==> src/rtl/core/hbf_pkg.sv <==
// Shared types, widths and constants of the box-filter Hessian response block.
package hbf_pkg;

  // Field widths of the stream items and configuration registers.
  localparam int VAL_W = 22;
  localparam int IDX_W = 7;
  localparam int FS_W = 7;
  localparam int STEP_W = 4;
  localparam int DIM_W = 8;
  localparam int DET_W = 53;
  localparam int POS_W = IDX_W + STEP_W;
  localparam int S_TDATA_W = 40;
  localparam int M_TDATA_W = 56;
  localparam int CFG_IDX_W = 2;
  localparam int CFG_DATA_W = 8;

  // Arithmetic widths of the response datapath.
  localparam int DXX_W = 27;
  localparam int P_W = 2 * DXX_W;
  localparam int SQ_W = 50;
  localparam int COEF_W = 16;
  localparam int Q_W = SQ_W + COEF_W;
  localparam int NUM_W = 69;
  localparam int MAG_W = NUM_W - 1;
  localparam int DEN_W = 27;
  localparam int Q16_SH = 16;

  localparam int DEFAULT_MAX_WIDTH = 128;
  localparam int DEFAULT_MAX_HEIGHT = 128;
  localparam int QUEUE_DEPTH = 4;
  localparam int READ_COUNT = 32;

  // floor(w/3) as (w*43)>>7 holds for every w up to 99.
  localparam int THIRD_MUL = 43;
  localparam int THIRD_SH = 7;

  localparam logic [COEF_W-1:0] COEF_Q16 = 16'd53084;
  localparam logic [MAG_W-1:0] DET_MAX = MAG_W'({52{1'b1}});
  localparam logic [FS_W-1:0] FS_MIN = 7'd9;
  localparam logic [FS_W-1:0] FS_MAX = 7'd99;

  localparam logic MODE_LOAD = 1'b0;
  localparam logic MODE_QUERY = 1'b1;

  localparam logic [CFG_IDX_W-1:0] REG_FILTER_SIZE = 2'd0;
  localparam logic [CFG_IDX_W-1:0] REG_SAMPLE_STEP = 2'd1;
  localparam logic [CFG_IDX_W-1:0] REG_IMAGE_WIDTH = 2'd2;
  localparam logic [CFG_IDX_W-1:0] REG_IMAGE_HEIGHT = 2'd3;

  typedef struct packed {
    logic [FS_W-1:0] filter_size;
    logic [STEP_W-1:0] sample_step;
    logic [DIM_W-1:0] image_width;
    logic [DIM_W-1:0] image_height;
  } cfg_t;

  localparam cfg_t CFG_RESET = '{
    filter_size: 7'd9, sample_step: 4'd1, image_width: 8'd128, image_height: 8'd128
  };

  typedef struct packed {
    logic mode;
    logic load_ok;
    logic outside;
    logic [IDX_W-1:0] row;
    logic [IDX_W-1:0] col;
    logic [VAL_W-1:0] value;
    logic [POS_W-1:0] r;
    logic [POS_W-1:0] c;
  } cmd_t;

  typedef struct packed {
    logic signed [DET_W-1:0] det;
    logic lap;
    logic outside;
  } res_t;

  typedef enum logic [2:0] {
    BK_IDLE, BK_SETUP, BK_READ, BK_MUL, BK_SCALE, BK_NUM, BK_DIV, BK_OUT
  } bk_state_t;

  typedef enum logic [2:0] {
    DV_IDLE, DV_RUN, DV_FIX, DV_SAT, DV_DONE
  } div_state_t;

endpackage

==> src/rtl/core/hbf_front.sv <==
// Front end: accepts stream items, scales query positions and classifies them.
module hbf_front #(
  parameter int MAX_WIDTH = hbf_pkg::DEFAULT_MAX_WIDTH,
  parameter int MAX_HEIGHT = hbf_pkg::DEFAULT_MAX_HEIGHT
) (
  input  logic                            s_tvalid,
  output logic                            s_tready,
  input  logic [hbf_pkg::S_TDATA_W-1:0]   s_tdata,
  input  logic                            s_tuser,
  input  hbf_pkg::cfg_t                   cfg,
  input  logic                            q_full,
  output logic                            push,
  output hbf_pkg::cmd_t                   cmd
);
  import hbf_pkg::*;

  localparam int MAX_DIM = (MAX_WIDTH > MAX_HEIGHT) ? MAX_WIDTH : MAX_HEIGHT;
  localparam int CMP_W = $clog2(MAX_DIM) + POS_W;

  logic [IDX_W-1:0] row;
  logic [IDX_W-1:0] col;
  logic [STEP_W-1:0] step_e;
  logic [POS_W-1:0] r;
  logic [POS_W-1:0] c;
  logic [CMP_W-1:0] eff_h;
  logic [CMP_W-1:0] eff_w;

  assign row = s_tdata[IDX_W-1:0];
  assign col = s_tdata[2*IDX_W-1:IDX_W];

  assign s_tready = !q_full;
  assign push = s_tvalid && !q_full;

  always_comb begin
    step_e = (cfg.sample_step == '0) ? STEP_W'(1) : cfg.sample_step;
    r = POS_W'(row) * POS_W'(step_e);
    c = POS_W'(col) * POS_W'(step_e);
    eff_h = (CMP_W'(cfg.image_height) > CMP_W'(MAX_HEIGHT)) ? CMP_W'(MAX_HEIGHT)
                                                            : CMP_W'(cfg.image_height);
    eff_w = (CMP_W'(cfg.image_width) > CMP_W'(MAX_WIDTH)) ? CMP_W'(MAX_WIDTH)
                                                          : CMP_W'(cfg.image_width);
    cmd.mode = s_tuser;
    cmd.row = row;
    cmd.col = col;
    cmd.value = s_tdata[2*IDX_W+VAL_W-1:2*IDX_W];
    cmd.r = r;
    cmd.c = c;
    cmd.load_ok = (CMP_W'(row) < CMP_W'(MAX_HEIGHT)) && (CMP_W'(col) < CMP_W'(MAX_WIDTH));
    cmd.outside = (CMP_W'(r) >= eff_h) || (CMP_W'(c) >= eff_w);
  end

endmodule

==> config.mk <==
export PLATFORM = sky130hd
export DESIGN_NAME = hbf_front
export DESIGN_NICKNAME = d
export VERILOG_FILES = /design/src/rtl/core/hbf_pkg.sv /design/src/rtl/core/hbf_front.sv
export SDC_FILE = /design/constraint.sdc
export NUM_CORES = 1
export LEC_CHECK = 0
export BUFFER_PORTS_ARGS = -buffer_cell sky130_fd_sc_hd__buf_2
export CAP_MARGIN = 0
export CORE_MARGIN = 5
export CORE_UTILIZATION = 45
export DETAILED_ROUTE_END_ITERATION = 16
export PLACE_DENSITY = 0.84
export SLEW_MARGIN = 20
export SYNTH_ARGS = -nofsm -noshare
export SYNTH_HDL_FRONTEND = slang
export SYNTH_SLANG_ARGS = --single-unit
==> constraint.sdc <==
create_clock -name vclk -period 10.4
set_input_delay 0.52 -clock vclk [all_inputs]
set_output_delay 0.52 -clock vclk [all_outputs]
set_load 0.03 [all_outputs]
# After elaboration in Yosys (flattened, before gate mapping)
# Index checks and enable logic that the tools add are counted.
# op_classes
n_mul,2
order_cmp,4
mux,3
n_reduce_logical,4
# ops
operator,count
>= comparator 11 x 8 -> 1 bit,2
multiplier 7 x 4 -> 11 bit,2
> comparator 8 bit (second input constant),2
two-way mux 8 bit,2
zero test 4 bit,1
two-way mux 4 bit,1
logical AND 1 bit,1
zero test 1 bit,1
logical OR 1 bit,1
# totals
register_bits,0
inputBits,70
elab_cells,13

# Depth between registers and ports, before layout
# depth
ltp_word,5
mapped_depth,18

# Worst setup path before layout
# OpenSTA, ideal clock, no wires.
# synth_path
kind,input -> output
from,input port cfg[19] in the netlist's numbering
to,output port cmd[58] in the netlist's numbering
arrival_time_ns,4.903
required_ns,9.880
path_slack_ns,4.977
cell_stages,16
path_cell_list,clkbuf_1 -> nand2_1 -> fa_1 -> inv_1 -> fa_1 -> inv_1 -> fa_1 -> nor2b_1 -> o21a_1 -> nor2_1 -> xnor2_1 -> ha_1 -> a21o_1 -> a2111oi_2 -> nand4bb_1 -> or4_1
# synth_rtl
item,line,source
"start, declared",hbf_front.sv:10,"input hbf_pkg::cfg_t cfg,"
"end, declared",hbf_front.sv:13,output hbf_pkg::cmd_t cmd

==> results.toml <==
[outcome]
run_status = "completed"

[clocking]
cts_hold_buffers = 0
cts_resized = 0
post_cts.repair.setup_buffers = 0

[timing]
final_report_max_slew_violation_count = 0
grt_setup_unrepaired = "false"
min_period_over_period_pct = 52.0
clock.fmax_mhz = 185
setup_tns_ns = 0
setup_ws_ns = 4.99
timing.final.setup_violations = 0
final_hold_violation_count = 0
timing.final.crit_period_ns = 5.41

[detailed_routing]
routed-wl-met2_um = 2480
m1WireLength_um = 2180
topRoutingLayerUsed = "met4"
route.detailed.drc = 0
detail-route-antenna-nets = 0
vias = 2004
totalWireLength_um = 5080
detailedRoute.firstPassIterationCount = 4
detail_route.vias_per_cell = 5.02
drt-wirelength-per-cell_um = 12.7
detail_route.iter0.violations = 47
met3_wirelength_um = 293

[critical_path]
crit_chain = "buf_2 -> and2_1 -> fa_1 -> inv_1 -> fa_1 -> inv_1 -> ha_1 -> and3_1 -> a221o_1 -> nor2_1 -> xnor2_1 -> ha_1 -> nand3_1 -> o21ai_0 -> a2111oi_2 -> nand4bb_1 -> or4_1 -> buf_2"
critical_path.max_fanout = 15
critical_path.slowest_cell = "sky130_fd_sc_hd__fa_1"
cp-start-kind = "input pin"
timing_worst_setup_path_type = "input pin to primary output"
critPathCaptureType = "primary output"
critPathRequiredTime_ns = 9.88
cpPeakStageDelay_ns = 0.53
cp.arrival_ns = 4.89

[logic_synthesis]
synth_sequential_area_ratio_pct = 0
syn-mean-instance-area_um2 = 7.83
yosysTopAreaCell = "sky130_fd_sc_hd__ha_1"
distinct_cell_type_count_after_synthesis = 37
netlist.area_leader.share_pct = 24.8
synth-adder-area-share_pct = 42.1
synth_top_family_by_area = "adder cells"
synth_xor_xnor_area_share_pct = 4.91
synth_warnings = 0
synth_mux_area_share_pct = 0
synth.net_count = 432
synth_compound_gate_area_share_pct = 9.50
post_synth_inst_count = 296
yosys.area_share.simple_pct = 24.5
synth_area_um2 = 2320
cells_taking_the_most_area_after_synthesis = "sky130_fd_sc_hd__ha_1, sky130_fd_sc_hd__fa_1, sky130_fd_sc_hd__buf_4"

[worst_hold_path]
hold_class = "input pin to primary output"

[final_layout]
layout-drive-gt1-share_pct = 24.0
flops_and_latches = 0
mostFrequentLayoutCells = "sky130_fd_sc_hd__buf_2, sky130_fd_sc_hd__ha_1, sky130_fd_sc_hd__and2_1, sky130_fd_sc_hd__inv_1, sky130_fd_sc_hd__nand2_1"
final-seq-area_um2 = 0
flow.area_growth_from_synthesis_pct = 7.02
antennaDiodeCount = 0
fillerInstances = 480
final_nets = 467
leading_cell_type_in_the_layout_fill_and_taps_excluded = "sky130_fd_sc_hd__buf_2"
clockBufferCount = 0
multi_input_comb_area_um2 = 1880

[power_and_ir_drop]
power.ir.vdd_worst_uv = 50.1
pwr_density_cell_nw_per_um2 = 118
cellLeakagePower_nw = 1.41

[place]
place.port_buffers = 75
detailedPlacementHpwl_um = 4490
finalWeightedCongestion = 0.779
dp_worst_setup_slack_ns = 4.97

[global_route]
via_count_of_the_first_global_routing_pass = 2106
grt_max_degree = 16
grt.overflow.total = 0
grt_pass1_wl_um = 8810
grt_antenna_before_repair = 0
gr-usage-all-layers_pct = 15.9

[die]
die_span_x_um = 81.8
initial_core_util_pct = 46.0
io-pin-count = 133
core-area_um2 = 5040
die_h_um = 81.8
rows = 26
die_area_um2 = 6680

[run]
cap_violations = 0
## per-stage QoR
step           hold slack (ns)  power [mW]  cell area, um^2  std cells  util, %
2_1_floorplan             1.15       0.241             2320        296        -
3_3_place_gp              1.04       0.286             2480        399     49.2
3_5_place_dp              1.04       0.296             2480        399     49.2
4_1_cts                   1.04       0.297             2480        399     49.2
5_1_grt                   1.04       0.329             2480        399     49.2
6_report                  1.04       0.294             2480        399     49.2
## per-layer routing
metal / vias up / global-route usage (%)
li1: 1000 / -
met1: 931 / 19.7
met2: 61 / 29.4
met3: 12 / 1.21
met4: 0 / 4.32
met5: - / 0
## where the power goes
part	internal (mW)	leakage, nW	total [mW]	switching, mW
clock	0	0	0	0
sequential	0	0	0	0
combinational	0.108	1.41	0.294	0.186
## kinds of logic after synthesis
logic type | count (synthesis)
adder cells (fa/ha/maj) | 66
other | 1
AND/OR/NAND/NOR | 109
AO/OA/AOI/OAI | 29
XOR/XNOR | 13
buffers and inverters | 78
## Yosys cell counts
cell type	n
sky130_fd_sc_hd__a2111oi_2	1
sky130_fd_sc_hd__a211oi_1	1
sky130_fd_sc_hd__a21o_1	5
sky130_fd_sc_hd__a21oi_1	9
sky130_fd_sc_hd__a221o_1	1
sky130_fd_sc_hd__a221oi_4	1
sky130_fd_sc_hd__a311o_1	1
sky130_fd_sc_hd__and2_1	36
sky130_fd_sc_hd__and3_1	3
sky130_fd_sc_hd__buf_4	38
sky130_fd_sc_hd__clkbuf_1	4
sky130_fd_sc_hd__conb_1	1
sky130_fd_sc_hd__fa_1	20
sky130_fd_sc_hd__ha_1	46
sky130_fd_sc_hd__inv_1	36
sky130_fd_sc_hd__nand2_1	35
sky130_fd_sc_hd__nand2b_1	2
sky130_fd_sc_hd__nand3_1	7
sky130_fd_sc_hd__nand4_1	2
sky130_fd_sc_hd__nand4bb_1	1
sky130_fd_sc_hd__nor2_1	11
sky130_fd_sc_hd__nor2b_1	4
sky130_fd_sc_hd__nor3_1	3
sky130_fd_sc_hd__nor4b_1	2
sky130_fd_sc_hd__o2111ai_1	1
sky130_fd_sc_hd__o211ai_1	1
sky130_fd_sc_hd__o21a_1	1
sky130_fd_sc_hd__o21ai_0	3
sky130_fd_sc_hd__o21ai_1	1
sky130_fd_sc_hd__o21bai_1	1
sky130_fd_sc_hd__o311ai_0	1
sky130_fd_sc_hd__o41ai_1	1
sky130_fd_sc_hd__or2_2	1
sky130_fd_sc_hd__or3b_2	1
sky130_fd_sc_hd__or4_1	1
sky130_fd_sc_hd__xnor2_1	9
sky130_fd_sc_hd__xor2_1	4
## layout make-up
| cell class | instances | area share, % |
|---|---|---|
| inverters | 36 | 5.45 |
| repair buffers | 75 | 15.1 |
| well taps | 70 | 3.53 |
| multi-input cells | 218 | 75.9 |
## worst max-delay path: cells and delay by family
family / cells / cell delay (ns)
AOI/OAI and AO/OA: 3 / 0.87
xor gates and xnor gates: 1 / 0.16
adders and majority gates: 4 / 1.69
buffers and inverters: 4 / 0.46
and+or+nand+nor: 6 / 1.18
## final timing paths
check,start,endpoint,depth (start not counted)
min,s_tdata[19],cmd[27],0
max,cfg[19],cmd[58],18
No activity file was read; power rests on OpenSTA's default activity.
