$ cat src/rtl/core/hbf_pkg.sv
// Shared types, widths and constants of the box-filter Hessian response block.
package hbf_pkg;

  // Field widths of the stream items and configuration registers.
  localparam int VAL_W = 22;
  localparam int IDX_W = 7;
  localparam int FS_W = 7;
  localparam int STEP_W = 4;
  localparam int DIM_W = 8;
  localparam int DET_W = 53;
  localparam int POS_W = IDX_W + STEP_W;
  localparam int S_TDATA_W = 40;
  localparam int M_TDATA_W = 56;
  localparam int CFG_IDX_W = 2;
  localparam int CFG_DATA_W = 8;

  // Arithmetic widths of the response datapath.
  localparam int DXX_W = 27;
  localparam int P_W = 2 * DXX_W;
  localparam int SQ_W = 50;
  localparam int COEF_W = 16;
  localparam int Q_W = SQ_W + COEF_W;
  localparam int NUM_W = 69;
  localparam int MAG_W = NUM_W - 1;
  localparam int DEN_W = 27;
  localparam int Q16_SH = 16;

  localparam int DEFAULT_MAX_WIDTH = 128;
  localparam int DEFAULT_MAX_HEIGHT = 128;
  localparam int QUEUE_DEPTH = 4;
  localparam int READ_COUNT = 32;

  // floor(w/3) as (w*43)>>7 holds for every w up to 99.
  localparam int THIRD_MUL = 43;
  localparam int THIRD_SH = 7;

  localparam logic [COEF_W-1:0] COEF_Q16 = 16'd53084;
  localparam logic [MAG_W-1:0] DET_MAX = MAG_W'({52{1'b1}});
  localparam logic [FS_W-1:0] FS_MIN = 7'd9;
  localparam logic [FS_W-1:0] FS_MAX = 7'd99;

  localparam logic MODE_LOAD = 1'b0;
  localparam logic MODE_QUERY = 1'b1;

  localparam logic [CFG_IDX_W-1:0] REG_FILTER_SIZE = 2'd0;
  localparam logic [CFG_IDX_W-1:0] REG_SAMPLE_STEP = 2'd1;
  localparam logic [CFG_IDX_W-1:0] REG_IMAGE_WIDTH = 2'd2;
  localparam logic [CFG_IDX_W-1:0] REG_IMAGE_HEIGHT = 2'd3;

  typedef struct packed {
    logic [FS_W-1:0] filter_size;
    logic [STEP_W-1:0] sample_step;
    logic [DIM_W-1:0] image_width;
    logic [DIM_W-1:0] image_height;
  } cfg_t;

  localparam cfg_t CFG_RESET = '{
    filter_size: 7'd9, sample_step: 4'd1, image_width: 8'd128, image_height: 8'd128
  };

  typedef struct packed {
    logic mode;
    logic load_ok;
    logic outside;
    logic [IDX_W-1:0] row;
    logic [IDX_W-1:0] col;
    logic [VAL_W-1:0] value;
    logic [POS_W-1:0] r;
    logic [POS_W-1:0] c;
  } cmd_t;

  typedef struct packed {
    logic signed [DET_W-1:0] det;
    logic lap;
    logic outside;
  } res_t;

  typedef enum logic [2:0] {
    BK_IDLE, BK_SETUP, BK_READ, BK_MUL, BK_SCALE, BK_NUM, BK_DIV, BK_OUT
  } bk_state_t;

  typedef enum logic [2:0] {
    DV_IDLE, DV_RUN, DV_FIX, DV_SAT, DV_DONE
  } div_state_t;

endpackage

$ cat src/rtl/core/hbf_queue.sv
// Short command queue between the front and the back of the response block.
module hbf_queue (
  input  logic          clk,
  input  logic          rst,
  input  logic          push,
  input  hbf_pkg::cmd_t push_cmd,
  input  logic          pop,
  output hbf_pkg::cmd_t head,
  output logic          full,
  output logic          empty
);
  import hbf_pkg::*;

  localparam int QPW = $clog2(QUEUE_DEPTH);

  cmd_t ent [QUEUE_DEPTH];
  logic [QPW-1:0] wr_ptr;
  logic [QPW-1:0] rd_ptr;
  logic [QPW:0] count;

  assign full = (count == (QPW+1)'(QUEUE_DEPTH));
  assign empty = (count == '0);
  assign head = ent[rd_ptr];

  always_ff @(posedge clk) begin
    if (push) begin
      ent[wr_ptr] <= push_cmd;
    end
  end

  always_ff @(posedge clk) begin
    if (rst) begin
      wr_ptr <= '0;
      rd_ptr <= '0;
      count <= '0;
    end else begin
      if (push) begin
        wr_ptr <= wr_ptr + QPW'(1);
      end
      if (pop) begin
        rd_ptr <= rd_ptr + QPW'(1);
      end
      if (push && !pop) begin
        count <= count + (QPW+1)'(1);
      end else if (pop && !push) begin
        count <= count - (QPW+1)'(1);
      end
    end
  end

  a_no_push_full: assert property (@(posedge clk) disable iff (rst) push |-> !full)
    else $error("queue written while full");
  a_no_pop_empty: assert property (@(posedge clk) disable iff (rst) pop |-> !empty)
    else $error("queue read while empty");

endmodule

$ cat config.mk
export PLATFORM = sky130hd
export DESIGN_NAME = hbf_queue
export DESIGN_NICKNAME = d
export VERILOG_FILES = /design/src/rtl/core/hbf_pkg.sv /design/src/rtl/core/hbf_queue.sv
export SDC_FILE = /design/constraint.sdc
export NUM_CORES = 1
export LEC_CHECK = 0
export BUFFER_PORTS_ARGS = -buffer_cell sky130_fd_sc_hd__buf_2
export CAP_MARGIN = 20
export CELL_PAD_IN_SITES_DETAIL_PLACEMENT = 0
export CELL_PAD_IN_SITES_GLOBAL_PLACEMENT = 1
export CORE_MARGIN = 2
export CORE_UTILIZATION = 45
export CTS_CLUSTER_SIZE = 20
export DETAILED_ROUTE_END_ITERATION = 10
export GPL_ROUTABILITY_DRIVEN = 0
export HOLD_SLACK_MARGIN = 0.1
export PLACE_DENSITY_LB_ADDON = 0.1
export SETUP_SLACK_MARGIN = 0.3
export SLEW_MARGIN = 20
export SYNTH_ARGS = -nofsm -noshare
export SYNTH_HDL_FRONTEND = slang
export SYNTH_SLANG_ARGS = --single-unit
$ cat constraint.sdc
create_clock -name clk -period 7.35 [get_ports clk]
set_clock_uncertainty 0.05 [all_clocks]
set_input_delay 0 -clock clk [delete_from_list [all_inputs] [get_ports clk]]
set_output_delay 0 -clock clk [all_outputs]
set_load 0.01 [all_outputs]
---- Yosys cells after proc, flatten, opt, wreduce, memory -nomap -nowiden ----
Memory sizes are Yosys's and may differ from the RTL's. A register that Yosys moved wholly into a read port is not among the register bits.
Index checks and enable logic that the tools add are counted.
storage, ports and cells
  output and inout bits ................... 63
  memories ................................ 1
  RAM bits ................................ 244
  logic and storage cells ................. 21
  bits in registers ....................... 7
memories
  memory  words  width  read ports  clocked after Yosys merged registers in  wr ports  line             source
  ent     4      61     1           1                                        1         hbf_queue.sv:16  cmd_t ent [QUEUE_DEPTH];
operators by class
  mux-type cells .......................... 6
  add/subtract/negate cells ............... 4
  eq/ne operators ......................... 1
  reduce and logical (&&, ||, !) cells .... 6
operators by type and width
  cell                                                                 number
  3-bit 2-to-1 mux                                                     2
  2-bit by 1-bit adder with 2-bit output (second input constant)       2
  2-bit 2-to-1 mux                                                     2
  3-bit by 1-bit adder with 3-bit output (second input constant)       1
  3-bit equality test (second input constant)                          1
  3-bit logical NOT                                                    1
  3-bit by 1-bit subtractor with 3-bit output (second input constant)  1
  1-bit logical AND                                                    2
  1-bit logical NOT                                                    2
  1-bit 2-to-1 mux                                                     2
  2-bit nonzero test                                                   1

---- Logic depth before layout (Yosys ltp) ----
Gate-level depths: netlist (run 1).
  depth in word-level cells ............... 4
  depth in mapped cells ................... 7
  gate-level depth less buffers ........... 7

---- Worst setup path before layout (run 1) ----
No wires, ideal clock.
  kind .................................... register to register
  start ................................... reg wr_ptr[0]
  end ..................................... mem ent[0][0] (netlist name) (enable)
  cell stages (with the launch flop) ...... 4
  slack ................................... 4,894 ps
  path buffers ............................ 0
  data required time ...................... 6,875 ps
  arrival time ............................ 1,981 ps
  cells stage by stage .................... dfxtp_1 -> inv_1 -> ha_1 -> and2_1
RTL lines
  item                    line             source
  start, declared         hbf_queue.sv:17  logic [QPW-1:0] wr_ptr;
  start signal, assigned  hbf_queue.sv:38  wr_ptr <= wr_ptr + QPW'(1);
  end, declared           hbf_queue.sv:16
Straight into the memory's write port.

==> impl_metrics.yaml, run 1 <==
run_status:
  status: "finished clean"
detailed_routing:
  routed_wl_mm: 16.13
  first_pass_iters: 4
  first_iter_violations: 183
  post_drt_wl_per_cell_um: 18.80
  drt-vias-per-instance: 5.019
  vias: 4306
  drtAntennaViolNets: 0
  drc: 0
setup_path:
  critical_path_depth: 3
  worst_r2r_path_depth: 2
  r2r_setup_slack_ns: 5.52
  setup.worst_path.end: "head[56]"
  startpoint_type: "register"
  timing.rr.start: "wr_ptr[0]"
  arrival_ns: 2.75
  required_ns: 7.30
  max_stage_delay_ns: 0.73
  critPathKind: "register to primary output"
  r2r_end: "ent[3][42]"
  crit_family: "buffers and inverters"
  crit_path_cell_trace: "buf_4 -> mux4_1 -> buf_2"
  cp-end-kind: "primary output"
  slowest_stage: "buf_4"
  crit_path_max_fanout: 37
  cp_num_buf_inv: 2
pwr:
  p_comb_frac: 0.092
  p_clk_frac: 0.389
  p_switching_mw: 0.6835
  power.internal_mw: 2.584
  p_leak_nw: 3.965
  sw_frac_of_total: 0.2092
  irDropWorstVdd_v: 0.0001853
  powerDensity_mw_per_mm2: 281.3
  power_frac_seq: 0.518
global_routing:
  grt_max_degree: 62
  grt_pass1_wl_mm: 25.13
  antenna_found_initial: 0
  grt_use_total: 0.1513
  grt_pass1_vias: 4671
  gr-total-overflow: 0
finish:
  diodes: 0
  drive_gt1_frac: 0.3861
  stdcell_count: 858
  syn2layout_area_growth_pct: 24.91
  nets: 640
hold_path:
  min_path_type: "input port to register"
clock_tree:
  cts_buffers: 26
  cts-root-buf: "clkbuf_16"
  cts_tree: "done"
  ctsResizeCount: 0
  clock_sinks: 253
  insertion_delay_ns: 0.51
  clkTransAtPathRegs_ns: 0.06
  cts_max_path_buffers: 3
  h-tree-depth: 1
timing:
  hold_violations: 0
  grt_setup_unrepaired: "no"
  worst_pin_slew_ns: 0.9829
  fin_crit_ns: 2.801
  setup_viol: 0
  maxSlewViolCount: 0
  setup_tns_ns: 0
  maxSlewHeadroom: 0.3447
  fmax_ghz: 0.3570
  fin_crit_sh: 0.3811
run:
  max_cap_violations: 0
floorplanning:
  core_mm2: 0.02023
  num_rows: 52
  die-area_mm2: 0.02183
  io-pin-count: 128
  start_util: 0.4596
  die_w_um: 147.8
  fp.dieH_um: 147.8
place:
  dp_cells: 746
  dp_hpwl_mm: 8.542
  port_buffers: 127
logic_synthesis:
  synthCells: 363
  ys_seq_elements: 253
  synth_fp_nets: 434
  synthesis.area_mm2: 0.009299
  syn_avg_cell_area_um2: 25.62
  yosysWarnings: 0
  yosysSeqAreaShare: 0.8073
  synth.distinct_cells: 23
flip-flops by register name (all words and copies together) (netlist names), named ones only:
name / flops
ent: 244
count: 3
rd_ptr: 2
wr_ptr: 2
repair_timing:
action	CTS	global route
hold buffers	65	0
hold endpoints to repair	253	0
buffers inserted	0	0
final cells by class:
class	instances	area [um^2]
fill	1553	8620
multi-input combinational	91	1618
timing repair buffer	193	1294
tap	270	337.8
clock buffer	32	694.4
sequential	253	7515
clock inverter	15	141.4
inverter	4	15.01
cell usage in the layout, fill, tap and decap left out, types with 4 or more instances in the layout:
| cell type | n |
|---|---|
| dlygate4sd3_1 | 65 |
| buf_2 | 127 |
| clkinv_1 | 9 |
| edfxtp_1 | 244 |
| nor2_1 | 7 |
| mux4_2 | 60 |
| and2_4 | 4 |
| clkbuf_16 | 27 |
| ha_1 | 5 |
| clkbuf_1 | 5 |
| inv_1 | 4 |
| dfxtp_1 | 7 |
synthesized netlist by cell type:
cell      count  area (um^2)
xnor2_1       2        17.52
buf_6         1        11.26
mux4_1        1        26.28
mux4_2       60         1351
ha_1          5        62.56
and2_1        4        25.02
fa_1          1        20.02
mux2i_1       2        20.02
nor3b_1       1        7.510
a21oi_1       1        5.000
o21ai_0       1        5.000
nand2_1       1        3.750
nor2_1        7        26.28
clkbuf_1      1        3.750
buf_2         6        30.03
xor2_1        3        26.28
dfxtp_1       9        180.2
nor3_1        1        5.000
or3_1         1        6.260
inv_1         4        15.01
edfxtp_1    244         7327
buf_1         1        3.750
buf_12        6        120.1
power by group through the flow:
stage          clock network [mW]  registers, mW  logic, mW
6_report                     1.27           1.69      0.302
5_1_grt                      1.37           1.70      0.330
4_1_cts                      1.31           1.70      0.310
3_5_place_dp                    0           1.73      0.281
3_3_place_gp                    0           1.72      0.279
2_1_floorplan                   0           1.70      0.196
stage by stage:
step / hold slack, ns / util / worst slack, ns / area (um^2) / power, mW
2_1_floorplan: 0.04887 / - / 4.894 / 9299 / 1.898
3_3_place_gp: 0.1594 / 0.5006 / 4.977 / 10130 / 2.002
4_1_cts: 0.1617 / 0.5740 / 4.420 / 11610 / 3.315
5_1_grt: 0.1745 / 0.5740 / 4.296 / 11610 / 3.401
6_report: 0.1830 / 0.5740 / 4.549 / 11610 / 3.268
3_5_place_dp: 0.1655 / 0.5006 / 4.965 / 10130 / 2.008
layer usage:
metal | global-route usage | routed length [um] | up-vias
li1 | - | - | 1961
met1 | 0.1963 | 6696 | 2209
met2 | 0.2637 | 8357 | 111
met3 | 0.03056 | 784 | 25
met4 | 0.03942 | 292 | 0
met5 | 0 | 0 | -
how the worst min path moves through the flow:
stage | from | end | slack (ns) | cells after the start
final | push_cmd[31] | ent[0][31] | 0.18 | 2
after global routing | push_cmd[51] | ent[3][51] | 0.17 | 2
after CTS | push_cmd[34] | ent[2][34] | 0.16 | 2
after detailed placement | push_cmd[20] | ent[3][20] | 0.17 | 1
after global placement | push_cmd[57] | ent[0][57] | 0.16 | 1
after floorplan | push_cmd[0] | ent[0][0] | 0.05 | 0
kinds of logic (layout without fill, tap and decap cells):
family,Yosys count,after routing,share of synthesized area
mux,63,63,0.1503
compound gates,2,2,0.001075
buf+inv,19,244,0.01978
xor+xnor,5,5,0.004710
simple gates,15,15,0.007939
fa+ha+maj,6,6,0.008881
flops,253,253,0.8073
Power figures use the tool's default switching activity.
==> inputs of run 2 (changes only) <==
clock period = 2.7 ns   (was 7.35 ns; I/O delays follow)
==> run 2 against run 1 <==
Critical path depth did not move. Total power rose to 2.7 times the previous value. Die area did not move. Highest routed layer unchanged. Critical path type unchanged. Largest cell class unchanged.
==> impl_metrics.yaml, run 2 (same netlist as run 1, synthesis figures left out) <==
setup_path:
  arrival_ns: 2.17
  required_ns: 2.65
  crit_path_cell_trace: "buf_12 -> mux4_2 -> buf_2"
  timing.rr.start: "count[0]"
  r2r_setup_slack_ns: 0.63
  critPathKind: "register to primary output"
  r2r_end: "count[2]"
  worst_r2r_path_depth: 5
  crit_family: "flip-flops"
  cp-end-kind: "primary output"
  cp_num_buf_inv: 2
  crit_path_max_fanout: 22
  max_stage_delay_ns: 0.64
  startpoint_type: "register"
  slowest_stage: "dfxtp_4"
floorplanning:
  fp.dieH_um: 147.8
  num_rows: 52
  die-area_mm2: 0.02183
  io-pin-count: 128
  die_w_um: 147.8
  start_util: 0.4596
  core_mm2: 0.02023
pwr:
  p_leak_nw: 4.001
  powerDensity_mw_per_mm2: 742.5
  p_comb_frac: 0.103
  power_frac_seq: 0.529
  p_clk_frac: 0.368
  power.internal_mw: 6.779
  irDropWorstVdd_v: 0.0005148
  p_switching_mw: 1.894
  sw_frac_of_total: 0.2184
place:
  dp_worst_setup_slack_ns: 0.9332
  dp_cells: 753
  port_buffers: 127
  dpl_cell_area_mm2: 0.01027
  dp_hpwl_mm: 10.11
timing:
  grt_setup_unrepaired: "no"
  fmax_ghz: 0.4506
  setup_viol: 0
  maxSlewViolCount: 0
  maxSlewHeadroom: 0.6510
  fin_crit_sh: 0.8219
  worst_pin_slew_ns: 0.5234
  fin_crit_ns: 2.219
  setup_tns_ns: 0
  hold_violations: 0
  setup_ws_ns: 0.4809
clock_tree:
  clkTransAtPathRegs_ns: 0.06
  ctsResizeCount: 0
  cts_setup_buffers: 0
  clock_sinks: 253
  cts-root-buf: "clkbuf_16"
  h-tree-depth: 1
  cts_buffers: 27
  cts_max_path_buffers: 3
  cts_hold_buffers: 65
  cts_tree: "done"
  insertion_delay_ns: 0.51
global_routing:
  grt_use_total: 0.1578
  gr-total-overflow: 0
  antenna_found_initial: 0
  grt_pass1_vias: 4684
  grt_max_degree: 39
  grt_pass1_wl_mm: 26.20
detailed_routing:
  vias: 4364
  post_drt_wl_per_cell_um: 19.57
  drtAntennaViolNets: 0
  drt-vias-per-instance: 5.057
  drc: 0
  first_pass_iters: 4
  dr_wl_met3_um: 912
  first_iter_violations: 200
  routed_wl_mm: 16.89
  drt-met1-wl_mm: 7.400
  top_layer: "met4"
  dr_wl_met2_mm: 8.309
run_status:
  status: "finished clean"
finish:
  nets: 648
  largest_register_ffs: 244
  syn2layout_area_growth_pct: 25.62
  fillers: 1504
  design_area_mm2: 0.01168
  stdcell_count: 863
  mostFrequentLayoutCell: "edfxtp_1"
  final_cell_mix: "edfxtp_1 (244), buf_2 (127), dlygate4sd3_1 (65)"
  diodes: 0
  drive_gt1_frac: 0.4013
  regMostFlops: "ent"
  reg.largest.list: "ent (244), count (3)"
run:
  max_cap_violations: 0
hold_path:
  min_from: "push_cmd[10]"
  hold_end: "ent[2][10]"
  whs_path_depth: 2
  min_path_type: "input port to register"
run 2: cell types whose count changed in the layout (fill, tap and decap cells not counted), sizes merged:
cell    before  now
buf        128  135
bufinv       3    0
clkbuf      32   31
clkinv      11   13
run 2: stage by stage:
| step | hold slack (ns) | power [mW] | utilization |
|---|---|---|---|
| floorplan | 0.04887 | 5.161 | - |
| global placement | 0.1615 | 5.496 | 0.5075 |
| detailed placement | 0.1659 | 5.513 | 0.5075 |
| CTS | 0.1618 | 8.798 | 0.5773 |
| global route | 0.1791 | 9.042 | 0.5773 |
| finish | 0.1887 | 8.674 | 0.5773 |
run 2: worst max-delay path by stage:
stage               startpoint         end  slack, ns  cells after the start
floorplan            wr_ptr[0]   ent[2][0]       0.91                      3
global placement      register    head[29]       0.95                      3
detailed placement   wr_ptr[0]  ent[0][16]       0.93                      4
CTS                   register    head[29]       0.41                      3
global route          register    head[35]       0.34                      3
finish                register    head[33]       0.48                      3
run 2: final cells by class:
cell class | count | area (um^2) | area share
repair buffers | 200 | 1434 | 0.1228
clock buffers | 31 | 690.7 | 0.05913
multi-input cells | 91 | 1618 | 0.1385
clock inverters | 14 | 71.32 | 0.006105
inverters | 4 | 15.01 | 0.001285
well taps | 270 | 337.8 | 0.02892
flip-flops and latches | 253 | 7515 | 0.6433
run 2: layer usage:
layer / track usage / vias to the layer above
li1: - / 1964
met1: 0.2233 / 2262
met2: 0.2570 / 119
met3: 0.02963 / 19
met4: 0.04135 / 0
met5: 0 / -
run 2: power by group through the flow:
stage	combinational, mW	clock (mW)	sequential (mW)
floorplan	0.536	0	4.63
global placement	0.829	0	4.67
detailed placement	0.839	0	4.67
finish	0.894	3.19	4.59
global route	0.971	3.46	4.61
CTS	0.918	3.29	4.59
